<file path="config.mk">
export PLATFORM = sky130hd
export DESIGN_NAME = morse_code_keyer_core
export DESIGN_NICKNAME = d
export VERILOG_FILES = /design/src/mck_pkg.sv /design/src/mck_front.sv /design/src/mck_queue.sv /design/src/mck_back.sv /design/src/morse_code_keyer_core.sv
export SDC_FILE = /design/constraint.sdc
export NUM_CORES = 1
export LEC_CHECK = 0
export ABC_AREA = 1
export BUFFER_PORTS_ARGS = -buffer_cell sky130_fd_sc_hd__buf_2
export CORE_AREA = 2 2 89 91
export CTS_CLUSTER_DIAMETER = 40
export DETAILED_ROUTE_END_ITERATION = 6
export DIE_AREA = 0 0 91 93
export PLACE_DENSITY = 0.76
export SLEW_MARGIN = 5
export SYNTH_ARGS = -nofsm -noshare
export SYNTH_HDL_FRONTEND = slang
export SYNTH_SLANG_ARGS = --single-unit
</file>
<file path="constraint.sdc">
create_clock -name clk -period 3.25 [get_ports clk]
set_input_delay 0.65 -clock clk [delete_from_list [all_inputs] [get_ports clk]]
set_output_delay 0.65 -clock clk [all_outputs]
set_load 0.01 [all_outputs]
</file>
<file path="src/mck_pkg.sv">
// ----------------------------------------------------------------------------
// mck_pkg
// types, constants and code tables of the morse keyer
// ----------------------------------------------------------------------------
package mck_pkg;

  localparam int unsigned MCK_QUEUE_DEPTH = 2;

  localparam int unsigned UNIT_W = 10;
  localparam int unsigned DUR_W  = 13;
  localparam int unsigned CHAR_W = 8;

  localparam logic [UNIT_W-1:0] MCK_UNIT_RESET = 10'd50;

  localparam logic [2:0] UNITS_DOT       = 3'd1;
  localparam logic [2:0] UNITS_DASH      = 3'd3;
  localparam logic [2:0] UNITS_ELEM_GAP  = 3'd1;
  localparam logic [2:0] UNITS_SPACE     = 3'd6;
  localparam logic [2:0] UNITS_CHAR_GAP  = 3'd2;

  localparam logic [CHAR_W-1:0] ASCII_LOWER_A = 8'h61;
  localparam logic [CHAR_W-1:0] ASCII_LOWER_Z = 8'h7a;
  localparam logic [CHAR_W-1:0] ASCII_ZERO    = 8'h30;
  localparam logic [CHAR_W-1:0] ASCII_NINE    = 8'h39;
  localparam logic [CHAR_W-1:0] ASCII_SPACE   = 8'h20;

  // pattern bit i set means element i is a dash, element 0 is sent first
  typedef struct packed {
    logic [2:0] len;
    logic [4:0] pattern;
  } mck_code_t;

  typedef struct packed {
    logic      is_space;
    mck_code_t code;
  } mck_desc_t;

  localparam int unsigned MCK_DESC_W = $bits(mck_desc_t);

  typedef struct packed {
    logic full;
    logic empty;
  } mck_qstat_t;

  function automatic mck_code_t letter_code(input logic [4:0] idx);
    mck_code_t c;
    case (idx)
      5'd0:    c = '{len: 3'd2, pattern: 5'b00010};
      5'd1:    c = '{len: 3'd4, pattern: 5'b00001};
      5'd2:    c = '{len: 3'd4, pattern: 5'b00101};
      5'd3:    c = '{len: 3'd3, pattern: 5'b00001};
      5'd4:    c = '{len: 3'd1, pattern: 5'b00000};
      5'd5:    c = '{len: 3'd4, pattern: 5'b00100};
      5'd6:    c = '{len: 3'd3, pattern: 5'b00011};
      5'd7:    c = '{len: 3'd4, pattern: 5'b00000};
      5'd8:    c = '{len: 3'd2, pattern: 5'b00000};
      5'd9:    c = '{len: 3'd4, pattern: 5'b01110};
      5'd10:   c = '{len: 3'd3, pattern: 5'b00101};
      5'd11:   c = '{len: 3'd4, pattern: 5'b00010};
      5'd12:   c = '{len: 3'd2, pattern: 5'b00011};
      5'd13:   c = '{len: 3'd2, pattern: 5'b00001};
      5'd14:   c = '{len: 3'd3, pattern: 5'b00111};
      5'd15:   c = '{len: 3'd4, pattern: 5'b00110};
      5'd16:   c = '{len: 3'd4, pattern: 5'b01011};
      5'd17:   c = '{len: 3'd3, pattern: 5'b00010};
      5'd18:   c = '{len: 3'd3, pattern: 5'b00000};
      5'd19:   c = '{len: 3'd1, pattern: 5'b00001};
      5'd20:   c = '{len: 3'd3, pattern: 5'b00100};
      5'd21:   c = '{len: 3'd4, pattern: 5'b01000};
      5'd22:   c = '{len: 3'd3, pattern: 5'b00110};
      5'd23:   c = '{len: 3'd4, pattern: 5'b01001};
      5'd24:   c = '{len: 3'd4, pattern: 5'b01101};
      5'd25:   c = '{len: 3'd4, pattern: 5'b00011};
      default: c = '{len: 3'd0, pattern: 5'b00000};
    endcase
    return c;
  endfunction

  function automatic mck_code_t digit_code(input logic [3:0] idx);
    mck_code_t c;
    case (idx)
      4'd0:    c = '{len: 3'd5, pattern: 5'b11111};
      4'd1:    c = '{len: 3'd5, pattern: 5'b11110};
      4'd2:    c = '{len: 3'd5, pattern: 5'b11100};
      4'd3:    c = '{len: 3'd5, pattern: 5'b11000};
      4'd4:    c = '{len: 3'd5, pattern: 5'b10000};
      4'd5:    c = '{len: 3'd5, pattern: 5'b00000};
      4'd6:    c = '{len: 3'd5, pattern: 5'b00001};
      4'd7:    c = '{len: 3'd5, pattern: 5'b00011};
      4'd8:    c = '{len: 3'd5, pattern: 5'b00111};
      4'd9:    c = '{len: 3'd5, pattern: 5'b01111};
      default: c = '{len: 3'd0, pattern: 5'b00000};
    endcase
    return c;
  endfunction

endpackage

</file>
<file path="src/mck_front.sv">
// ----------------------------------------------------------------------------
// mck_front
// accepts characters and classifies them into element descriptors
// ----------------------------------------------------------------------------
module mck_front
  import mck_pkg::*;
(
  input  logic              in_valid,
  output logic              in_ready,
  input  logic [CHAR_W-1:0] in_character,
  input  mck_qstat_t        qstat,
  output logic              push,
  output mck_desc_t         push_desc
);

  logic              is_letter;
  logic              is_digit;
  logic [CHAR_W-1:0] letter_off;
  logic [CHAR_W-1:0] digit_off;

  assign in_ready = !qstat.full;
  assign push     = in_valid && in_ready;

  assign is_letter  = (in_character >= ASCII_LOWER_A) && (in_character <= ASCII_LOWER_Z);
  assign is_digit   = (in_character >= ASCII_ZERO) && (in_character <= ASCII_NINE);
  assign letter_off = in_character - ASCII_LOWER_A;
  assign digit_off  = in_character - ASCII_ZERO;

  always_comb begin
    push_desc.is_space = (in_character == ASCII_SPACE);
    if (is_letter) begin
      push_desc.code = letter_code(letter_off[4:0]);
    end else if (is_digit) begin
      push_desc.code = digit_code(digit_off[3:0]);
    end else begin
      push_desc.code = '{len: 3'd0, pattern: 5'b00000};
    end
  end

endmodule

</file>
<file path="src/mck_queue.sv">
// ----------------------------------------------------------------------------
// mck_queue
// small descriptor queue between the front and the back sequencer
// ----------------------------------------------------------------------------
module mck_queue
  import mck_pkg::*;
#(
  parameter int unsigned WIDTH = MCK_DESC_W,
  parameter int unsigned DEPTH = MCK_QUEUE_DEPTH
) (
  input  logic             clk,
  input  logic             rst_n,
  input  logic             push,
  input  logic [WIDTH-1:0] push_data,
  input  logic             pop,
  output logic [WIDTH-1:0] pop_data,
  output mck_qstat_t       qstat
);

  localparam int unsigned PW = (DEPTH > 1) ? $clog2(DEPTH) : 1;
  localparam int unsigned CW = $clog2(DEPTH + 1);

  logic [WIDTH-1:0] mem_r [DEPTH];
  logic [PW-1:0]    wr_ptr_r, wr_ptr_nxt;
  logic [PW-1:0]    rd_ptr_r, rd_ptr_nxt;
  logic [CW-1:0]    count_r, count_nxt;
  logic             do_push;
  logic             do_pop;

  assign qstat.full  = (count_r == CW'(DEPTH));
  assign qstat.empty = (count_r == '0);
  assign do_push     = push && !qstat.full;
  assign do_pop      = pop && !qstat.empty;
  assign pop_data    = mem_r[rd_ptr_r];

  always_comb begin
    wr_ptr_nxt = wr_ptr_r;
    rd_ptr_nxt = rd_ptr_r;
    count_nxt  = count_r;
    if (do_push) begin
      wr_ptr_nxt = (wr_ptr_r == PW'(DEPTH - 1)) ? '0 : wr_ptr_r + 1'b1;
    end
    if (do_pop) begin
      rd_ptr_nxt = (rd_ptr_r == PW'(DEPTH - 1)) ? '0 : rd_ptr_r + 1'b1;
    end
    case ({do_push, do_pop})
      2'b10:   count_nxt = count_r + 1'b1;
      2'b01:   count_nxt = count_r - 1'b1;
      default: count_nxt = count_r;
    endcase
  end

  always_ff @(posedge clk) begin
    if (!rst_n) begin
      wr_ptr_r <= '0;
      rd_ptr_r <= '0;
      count_r  <= '0;
    end else begin
      wr_ptr_r <= wr_ptr_nxt;
      rd_ptr_r <= rd_ptr_nxt;
      count_r  <= count_nxt;
    end
  end

  always_ff @(posedge clk) begin
    if (do_push) begin
      mem_r[wr_ptr_r] <= push_data;
    end
  end

endmodule

</file>
<file path="src/mck_back.sv">
// ----------------------------------------------------------------------------
// mck_back
// segment sequencer with registered output word
// ----------------------------------------------------------------------------
module mck_back
  import mck_pkg::*;
(
  input  logic              clk,
  input  logic              rst_n,
  input  logic [UNIT_W-1:0] unit_time_ms,
  input  mck_qstat_t        qstat,
  input  mck_desc_t         pop_desc,
  output logic              pop,
  output logic              out_valid,
  input  logic              out_ready,
  output logic              out_key_on,
  output logic [DUR_W-1:0]  out_duration_ms,
  output logic              out_last_segment
);

  typedef enum logic [4:0] {
    ST_IDLE  = 5'b00001,
    ST_ELEM  = 5'b00010,
    ST_EOFF  = 5'b00100,
    ST_SPACE = 5'b01000,
    ST_GAP   = 5'b10000
  } mck_state_t;

  mck_state_t       state_r, state_nxt;
  logic [2:0]       len_r, len_nxt;
  logic [4:0]       pat_r, pat_nxt;
  logic             out_valid_r, out_valid_nxt;
  logic             key_r;
  logic [DUR_W-1:0] dur_r;
  logic             last_r;
  logic             load_ok;
  logic             emit;
  logic             seg_key;
  logic [2:0]       seg_units;
  logic             seg_last;
  logic [DUR_W-1:0] seg_dur;

  assign load_ok = !out_valid_r || out_ready;
  assign seg_dur = DUR_W'(seg_units) * DUR_W'(unit_time_ms);

  always_comb begin
    state_nxt = state_r;
    len_nxt   = len_r;
    pat_nxt   = pat_r;
    pop       = 1'b0;
    emit      = 1'b0;
    seg_key   = 1'b0;
    seg_units = UNITS_CHAR_GAP;
    seg_last  = 1'b0;
    case (state_r)
      ST_IDLE: begin
        if (!qstat.empty) begin
          pop     = 1'b1;
          len_nxt = pop_desc.code.len;
          pat_nxt = pop_desc.code.pattern;
          if (pop_desc.code.len != 3'd0) begin
            state_nxt = ST_ELEM;
          end else if (pop_desc.is_space) begin
            state_nxt = ST_SPACE;
          end else begin
            state_nxt = ST_GAP;
          end
        end
      end
      ST_ELEM: begin
        if (load_ok) begin
          emit      = 1'b1;
          seg_key   = 1'b1;
          seg_units = pat_r[0] ? UNITS_DASH : UNITS_DOT;
          state_nxt = ST_EOFF;
        end
      end
      ST_EOFF: begin
        if (load_ok) begin
          emit      = 1'b1;
          seg_units = UNITS_ELEM_GAP;
          pat_nxt   = pat_r >> 1;
          len_nxt   = len_r - 3'd1;
          state_nxt = (len_r == 3'd1) ? ST_GAP : ST_ELEM;
        end
      end
      ST_SPACE: begin
        if (load_ok) begin
          emit      = 1'b1;
          seg_units = UNITS_SPACE;
          state_nxt = ST_GAP;
        end
      end
      ST_GAP: begin
        if (load_ok) begin
          emit      = 1'b1;
          seg_units = UNITS_CHAR_GAP;
          seg_last  = 1'b1;
          state_nxt = ST_IDLE;
        end
      end
      default: begin
        state_nxt = ST_IDLE;
      end
    endcase
  end

  always_comb begin
    out_valid_nxt = out_valid_r;
    if (emit) begin
      out_valid_nxt = 1'b1;
    end else if (out_ready) begin
      out_valid_nxt = 1'b0;
    end
  end

  always_ff @(posedge clk) begin
    if (!rst_n) begin
      state_r     <= ST_IDLE;
      out_valid_r <= 1'b0;
    end else begin
      state_r     <= state_nxt;
      out_valid_r <= out_valid_nxt;
    end
  end

  always_ff @(posedge clk) begin
    len_r <= len_nxt;
    pat_r <= pat_nxt;
    if (emit) begin
      key_r  <= seg_key;
      dur_r  <= seg_dur;
      last_r <= seg_last;
    end
  end

  assign out_valid        = out_valid_r;
  assign out_key_on       = key_r;
  assign out_duration_ms  = dur_r;
  assign out_last_segment = last_r;

endmodule

</file>
<file path="src/morse_code_keyer_core.sv">
// ----------------------------------------------------------------------------
// morse_code_keyer_core
// turns ascii characters into timed morse keying segments
// ----------------------------------------------------------------------------
// Each accepted character word produces a run of output words, one per keying
// segment (key level, duration in ms, last flag). The back sequencer emits at
// most one segment per cycle unless out_ready holds the output word back, and
// passes through its idle state to take each character from the queue.
// Characters are taken while the small queue has room. The unit time register
// is written through the cfg port, which is always ready, and should change
// only while the keyer is idle.
module morse_code_keyer_core
  import mck_pkg::*;
#(
  parameter int unsigned QUEUE_DEPTH = MCK_QUEUE_DEPTH
) (
  input  logic              clk,
  input  logic              rst_n,
  input  logic              in_valid,
  output logic              in_ready,
  input  logic [CHAR_W-1:0] in_character,
  output logic              out_valid,
  input  logic              out_ready,
  output logic              out_key_on,
  output logic [DUR_W-1:0]  out_duration_ms,
  output logic              out_last_segment,
  input  logic              cfg_valid,
  output logic              cfg_ready,
  input  logic [UNIT_W-1:0] cfg_unit_time_ms
);

  logic [UNIT_W-1:0] unit_r;
  mck_qstat_t        qstat;
  logic              push;
  mck_desc_t         push_desc;
  logic              pop;
  logic [MCK_DESC_W-1:0] pop_bits;
  mck_desc_t         pop_desc;

  assign cfg_ready = 1'b1;

  always_ff @(posedge clk) begin
    if (!rst_n) begin
      unit_r <= MCK_UNIT_RESET;
    end else if (cfg_valid && cfg_ready) begin
      unit_r <= cfg_unit_time_ms;
    end
  end

  mck_front u_front (
    .in_valid     (in_valid),
    .in_ready     (in_ready),
    .in_character (in_character),
    .qstat        (qstat),
    .push         (push),
    .push_desc    (push_desc)
  );

  mck_queue #(
    .WIDTH (MCK_DESC_W),
    .DEPTH (QUEUE_DEPTH)
  ) u_queue (
    .clk       (clk),
    .rst_n     (rst_n),
    .push      (push),
    .push_data (push_desc),
    .pop       (pop),
    .pop_data  (pop_bits),
    .qstat     (qstat)
  );

  assign pop_desc = mck_desc_t'(pop_bits);

  mck_back u_back (
    .clk              (clk),
    .rst_n            (rst_n),
    .unit_time_ms     (unit_r),
    .qstat            (qstat),
    .pop_desc         (pop_desc),
    .pop              (pop),
    .out_valid        (out_valid),
    .out_ready        (out_ready),
    .out_key_on       (out_key_on),
    .out_duration_ms  (out_duration_ms),
    .out_last_segment (out_last_segment)
  );

endmodule

</file>
======== Word-level counts from Yosys, hierarchy flattened ========
Memories as Yosys holds them, arrays and structs flattened. A register that Yosys moved wholly into a read port is not among the register bits.
Index checks and enable logic that the tools add are counted.
storage, ports and cells
  register bits ........................... 43
  bits in writable memories ............... 18
  bits in read-only memories .............. 336
  input port bits ......................... 23
  output and inout bits ................... 18
  logic and storage cells ................. 93
  memories ................................ 3
memory list
  memory           words  bits a word  rd ports  clocked after Yosys merged registers in  wr ports  line             text
  (no name shown)  32     7            1         0                                        0         mck_pkg.sv:47    case (idx)
  (no name shown)  16     7            1         0                                        0         mck_pkg.sv:81    case (idx)
  u_queue.mem_r    2      9            1         1                                        1         mck_queue.sv:23  logic [WIDTH-1:0] mem_r [DEPTH];
cells by class
  add/sub/neg operators ................... 7
  $mul .................................... 1
  $lt $le $gt $ge ......................... 4
  equality and inequality tests ........... 15
  muxes and demuxes ....................... 35
  reduce and logical (&&, ||, !) cells .... 17
operator list
  operator                                              count
  two-way mux 5 bit                                     10
  case mux 5 bit (5 select lines)                       1
  two-way mux 8 bit                                     2
  multiplier 3 x 10 -> 13 bit                           1
  two-way mux 1 bit                                     12
  two-way mux 3 bit                                     4
  case mux 5 bit (2 select lines)                       1
  case mux 3 bit (3 select lines)                       1
  == test 8 x 6 -> 1 bit (second input constant)        1
  >= comparator 8 x 6 -> 1 bit (second input constant)  1
  >= comparator 8 x 7 -> 1 bit (second input constant)  1
  <= comparator 8 x 6 -> 1 bit (second input constant)  1
  <= comparator 8 x 7 -> 1 bit (second input constant)  1
  != test 2 x 1 -> 1 bit (second input constant)        4
  case mux 3 bit (2 select lines)                       1
  nonzero test 2 bit                                    3
  == test 5 x 1 -> 1 bit (second input constant)        1
  == test 5 x 2 -> 1 bit (second input constant)        1
  == test 5 x 3 -> 1 bit (second input constant)        1
  == test 5 x 4 -> 1 bit (second input constant)        1
  == test 5 bit (second input constant)                 1
  logical AND 1 bit                                     5
  AND reduction 5 bit                                   1
  subtractor 5 x 1 -> 5 bit (second input constant)     1
  17 further kinds                                      22

======== Depth between registers and ports, before layout ========
  depth after elaboration ................. 6
  gate-level depth with buffers ........... 17
  depth with buffers taken out ............ 17

======== Cells and area by module ========
From an unflattened synthesis, not the netlist that was laid out.
second synthesis, totals
  cells, all modules ...................... 548
  area, all modules ....................... 4232.8 µm²
by module, submodules not included
  module                 times used  cells an instance  area each (µm²)  sequential area each (µm²)
  mck_back               1           259                2143.3           810.8
  mck_queue              1           68                 910.9            640.6
  mck_front              1           161                758.2            0.0
  morse_code_keyer_core  1           60                 420.4            200.2

======== Worst setup path after synthesis ========
Ideal clock, no wire load.
  kind .................................... input to register
  from .................................... input out_ready
  to ...................................... register u_back.dur_r[10], in the netlist u_back.out_duration_ms[10], data pin
  setup time .............................. 260 ps
  arrival ................................. 2831 ps
  required time ........................... 2990 ps
  path slack .............................. 159 ps
  stages on the path ...................... 12
  path buffers ............................ 0
  cell sequence ........................... nor2_2 -> inv_1 -> nand2_2 -> nor2_2 -> inv_2 -> nand2_1 -> fa_1 -> fa_1 -> o21ai_0 -> nand3_1 -> nand3_1 -> xor2_1
on the way
  longest elaborated chain between the ends .. 4
  elaborated cells on any way between the ends .. 6
  classes of those cells .................. mul (1); mux (4); reduce/logical (1)
ends and longest elaborated chain
  what                                             line                         text
  start: declaration                               morse_code_keyer_core.sv:23  input logic out_ready,
  logical OR 1 bit (*)                             mck_back.sv:43               assign load_ok = !out_valid_r || out_ready;
  two-way mux 2 bit, or another cell as far along  mck_back.sv:79               if (load_ok) begin
  case mux 3 bit (3 select lines) (*)              mck_back.sv:55               case (state_r)
  multiplier 3 x 10 -> 13 bit (*)                  mck_back.sv:44               assign seg_dur = DUR_W'(seg_units) * DUR_W'(unit_time_ms);
  net u_back.seg_dur[10]                           mck_back.sv:41               logic [DUR_W-1:0] seg_dur;
  end signal: assignment                           mck_back.sv:132              dur_r <= seg_dur;
  end: declaration                                 mck_back.sv:34               logic [DUR_W-1:0] dur_r;
Mark *: on every way through the listed nets, which the timed path passes. The rest lies on a longest branch.
A chain may end at the register's enable or synchronous reset.

======== Final worst setup path ========
  from .................................... register u_back.state_r[1]
  to ...................................... register u_back.dur_r[10], in the netlist u_back.out_duration_ms[10], data pin
on the way
  longest elaborated chain between the ends .. 3
  elaborated cells on any way between the ends .. 5
  classes of those cells .................. mul (1); eq/ne (3); mux (1)
ends and longest elaborated chain
  what                                                  line             text
  start: declaration                                    mck_back.sv:29   mck_state_t state_r, state_nxt;
  start signal: assignment                              mck_back.sv:122  state_r <= state_nxt;
  == test 5 x 4 -> 1 bit, or another cell as far along  mck_back.sv:55
  case mux 3 bit (3 select lines) (*)                   mck_back.sv:55
  multiplier 3 x 10 -> 13 bit (*)                       mck_back.sv:44
  net u_back.seg_dur[10]                                mck_back.sv:41
Marked as above.

==> impl_metrics.csv <==
group,metric,value,unit
synth,syn-cell-area,0.00398,sq mm
power_and_ir_drop,leakage,2.24,nW
power_and_ir_drop,max-vdd-ir-drop,0.000324,V
sta,finClkSkew,11.3,ps
global_routing,grt_pass1_wl,14.3,mm
run_status,outcome,"complete, no violations",
placed_design,place_area,0.00437,sq mm
sta,tightest_slew,883,ps
worst_setup_path,crit_start,"u_back.state_r[1]$_SDFFE_PN0P_",
worst_setup_path,crit_arrival,3140,ps
synth,ys_types,35,
worst_hold_path,hold_class,"reg -> reg",
drt,drc,0,
synth,synth-main-ff-cell,"edfxtp_1",
drt,dr.pass1.iters,5,
drt,wirelength,8.38,mm
worst_setup_path,cp_cell_sequence,"inv_2 > nor2_1 > nand3_2 > nand2_2 > nand2_2 > nor2_4 > nor2_1 > fa_1 > ha_1 > inv_1 > fa_1 > o21ai_1 > buf_4 > nand3_1 > nand3_1 > xor2_1",
sta,slew_headroom,40.9,%
synth,synth_top_area_share,30.9,%
cells_and_area,fin_util,61.2,%
worst_setup_path,r2r-end,"u_back.out_duration_ms[10]$_DFFE_PP_",
global_routing,grt_pass1_vias,3193,
synth,ys_top_cells_by_count,"131 x nand2_1, 65 x inv_1, 54 x nor2_1",
cts,root_buffer,"clkbuf_8",
cells_and_area,diodes,0,
synth,yosysMostFrequentCell,"nand2_1",
cts,cts_tree,"built",
cts,htreeDepth,3,
worst_setup_path,required,3350,ps
cts,clkSlewWorstSetupHoldPaths,70,ps
synth,avgSynthCellArea,7.93,sq um
sta,hold_viol,0,
drt,vias_per_cell,5.14,
synth,synth-seq-cells,62,
cells_and_area,area_growth,15.6,%
placed_design,port_buffers,39,
sta,fin_crit_sh,93.4,%
cells_and_area,nNetsFinal,614,
job,max_cap_viol_count,0,
drt,vias,3417,
drt,avgRoutedWirePerCell,12.6,um
cells_and_area,layout.cells.non_filler,665,
synth,seq_area_frac_synth,41.5,%
sta,finalSetupViolCount,0,
worst_setup_path,crit_type,"reg -> reg",
cells_and_area,nFillCells,682,
sta,rsz0062_at_grt,"false",
die,die_w,91,um
sta,setup_ws,214,ps
cts,cts_setup_buffers,0,
worst_setup_path,ff2ff_setup_slack,210,ps
sta,hold-worst-slack,456,ps
cts,clock_path_buffers,2,
synth,synthArstFlopShare,0,%
global_routing,antenna_found_initial,0,
die,ioPinCount,41,
synth,synth_area_leaders,"edfxtp_1 31%, nand2_1 12%, dfxtp_1 11%, ha_1 7.5%, inv_1 6.1%",
drt,drtAntennaViolNets,0,
global_routing,grt_util_all_layers,21.2,%
cells_and_area,post-route-cell-area,0.00461,sq mm
worst_setup_path,worstReg2RegStart,"u_back.state_r[1]$_SDFFE_PN0P_",
synth,netlist_instances,502,
synth,syn-num-nets,558,
placed_design,dp_slack,-9.97,ps
worst_setup_path,reg2regPathDepth,16,
global_routing,grt_max_degree,16,
cts,cts_buffers,9,
placed_design,dp_cells,649,
cts,clock_latency,350,ps
placed_design,place.gp.congestion,0.911,
worst_setup_path,startpoint_type,"register",
sta,tns,0,ps
worst_setup_path,cp_slowest_cell,"fa_1",
synth,synth_area_leader_cell,"edfxtp_1",
sta,max_clock_freq,329,MHz
power_and_ir_drop,power,2.94,mW
worst_setup_path,crit_fanout,4,
power_and_ir_drop,p_per_area,638,mW/mm^2
die,core_area,0.00753,sq mm
global_routing,grt-ovfl-total,0,
synth,yosysWarnings,0,
die,die-area,0.00846,sq mm
die,die_y,93,um
sta,maxSlewViolCount,0,
sta,min_period,3040,ps
cells_and_area,drive_above_1_share,17.2,%
die,rows,32,
drt,drtIter0Drc,180,
worst_setup_path,cp-end-kind,"register",
die,initial_core_util,52.9,%
synth,synth_edf_count,41,
worst_setup_path,crit_end,"u_back.out_duration_ms[10]$_DFFE_PP_",
placed_design,dp.final_hpwl,6.49,mm
worst_setup_path,worst_path_largest_cell_delay,510,ps
cts,cts_num_sinks,62,
## power by group
group	internal, mW	switching, mW	leakage (nW)	total, mW
sequential	1.08	0.101	0.564	1.18
combinational	0.343	0.616	1.56	0.959
clock	0.509	0.290	0.115	0.800
## worst min-delay path by stage
stage / start / end / slack, ps / cells after the start
final: u_queue.rd_ptr_r$_SDFFE_PN0P_ / u_queue.rd_ptr_r$_SDFFE_PN0P_ / 460 / 1
after global routing: u_queue.rd_ptr_r$_SDFFE_PN0P_ / register / 480 / 1
after CTS: u_queue.rd_ptr_r$_SDFFE_PN0P_ / u_queue.rd_ptr_r$_SDFFE_PN0P_ / 460 / 1
after detailed placement: u_queue.rd_ptr_r$_SDFFE_PN0P_ / u_queue.rd_ptr_r$_SDFFE_PN0P_ / 450 / 1
after global placement: u_queue.rd_ptr_r$_SDFFE_PN0P_ / register / 430 / 1
after floorplan: u_queue.rd_ptr_r$_SDFFE_PN0P_ / register / 430 / 1
## routing by layer
metal	GRT usage, %	routed length, um	up-vias
li1	-	-	1732
met1	28.7	3830	1579
met2	34.3	4000	96
met3	4.59	424	10
met4	6.82	126	0
met5	0	0	-
## cells in the final DEF (no fill, tap or decap), types with 2 or more instances in the layout
master and n:
nor2_1 54, buf_4 13, ha_1 24, nand4_1 4
o21ai_1 3, nand3_1 36, nand2_2 9, clkbuf_8 9
nor3_1 5, inv_1 65, fa_1 9, nor2_4 5
nor2_2 3, dfxtp_2 2, dfxtp_1 19, a21oi_1 26
xor2_1 6, o21ai_0 27, edfxtp_1 41, clkbuf_1 3
inv_2 6, a31oi_1 5, nand2_1 131, buf_2 39
bufinv_16 3, xnor2_1 2, nand3_2 2
## logic make-up after synthesis
group | Yosys count | share of synthesized area, %
AO/OA/AOI/OAI | 64 | 8.42
XOR/XNOR | 8 | 1.76
adder cells (fa/ha/maj) | 33 | 12.1
buffers and inverters | 81 | 8.26
flip-flops | 62 | 41.5
other | 1 | 0.0942
AND/OR/NAND/NOR | 253 | 27.9
## critical path, delay by kind of cell, from the launching register on
kind	cells	cell delay, ps
simple gates	8	820
buf+inv	3	270
fa+ha+maj	3	1080
flops	1	380
xor+xnor	1	70
compound gates	1	160
## timing repair
item	in CTS	in global routing
resized for setup	0	6
hold buffers	0	0
endpoints found under the hold margin	0	0
endpoints found under the setup margin	0	6
## flip-flops by register name (all words and copies together) (netlist names), 2 cells and up, named ones only
name and cells:
u_back.pat_r 5, u_queue.mem_r 18, u_back.out_duration_ms 13, u_back.state_r 5, u_back.len_r 3, unit_r 10, u_queue.count_r 2
## area by class of cell
cell class / instances / area, sq um / share of cell area (%)
inverters: 74 / 294 / 6.38
clock inverters: 4 / 95.1 / 2.06
clock buffers: 12 / 135 / 2.93
flip-flops and latches: 62 / 1650 / 35.9
multi-input cells: 359 / 2010 / 43.6
well taps: 102 / 128 / 2.77
repair buffers: 52 / 293 / 6.36
(Power assumes the default switching activity.)
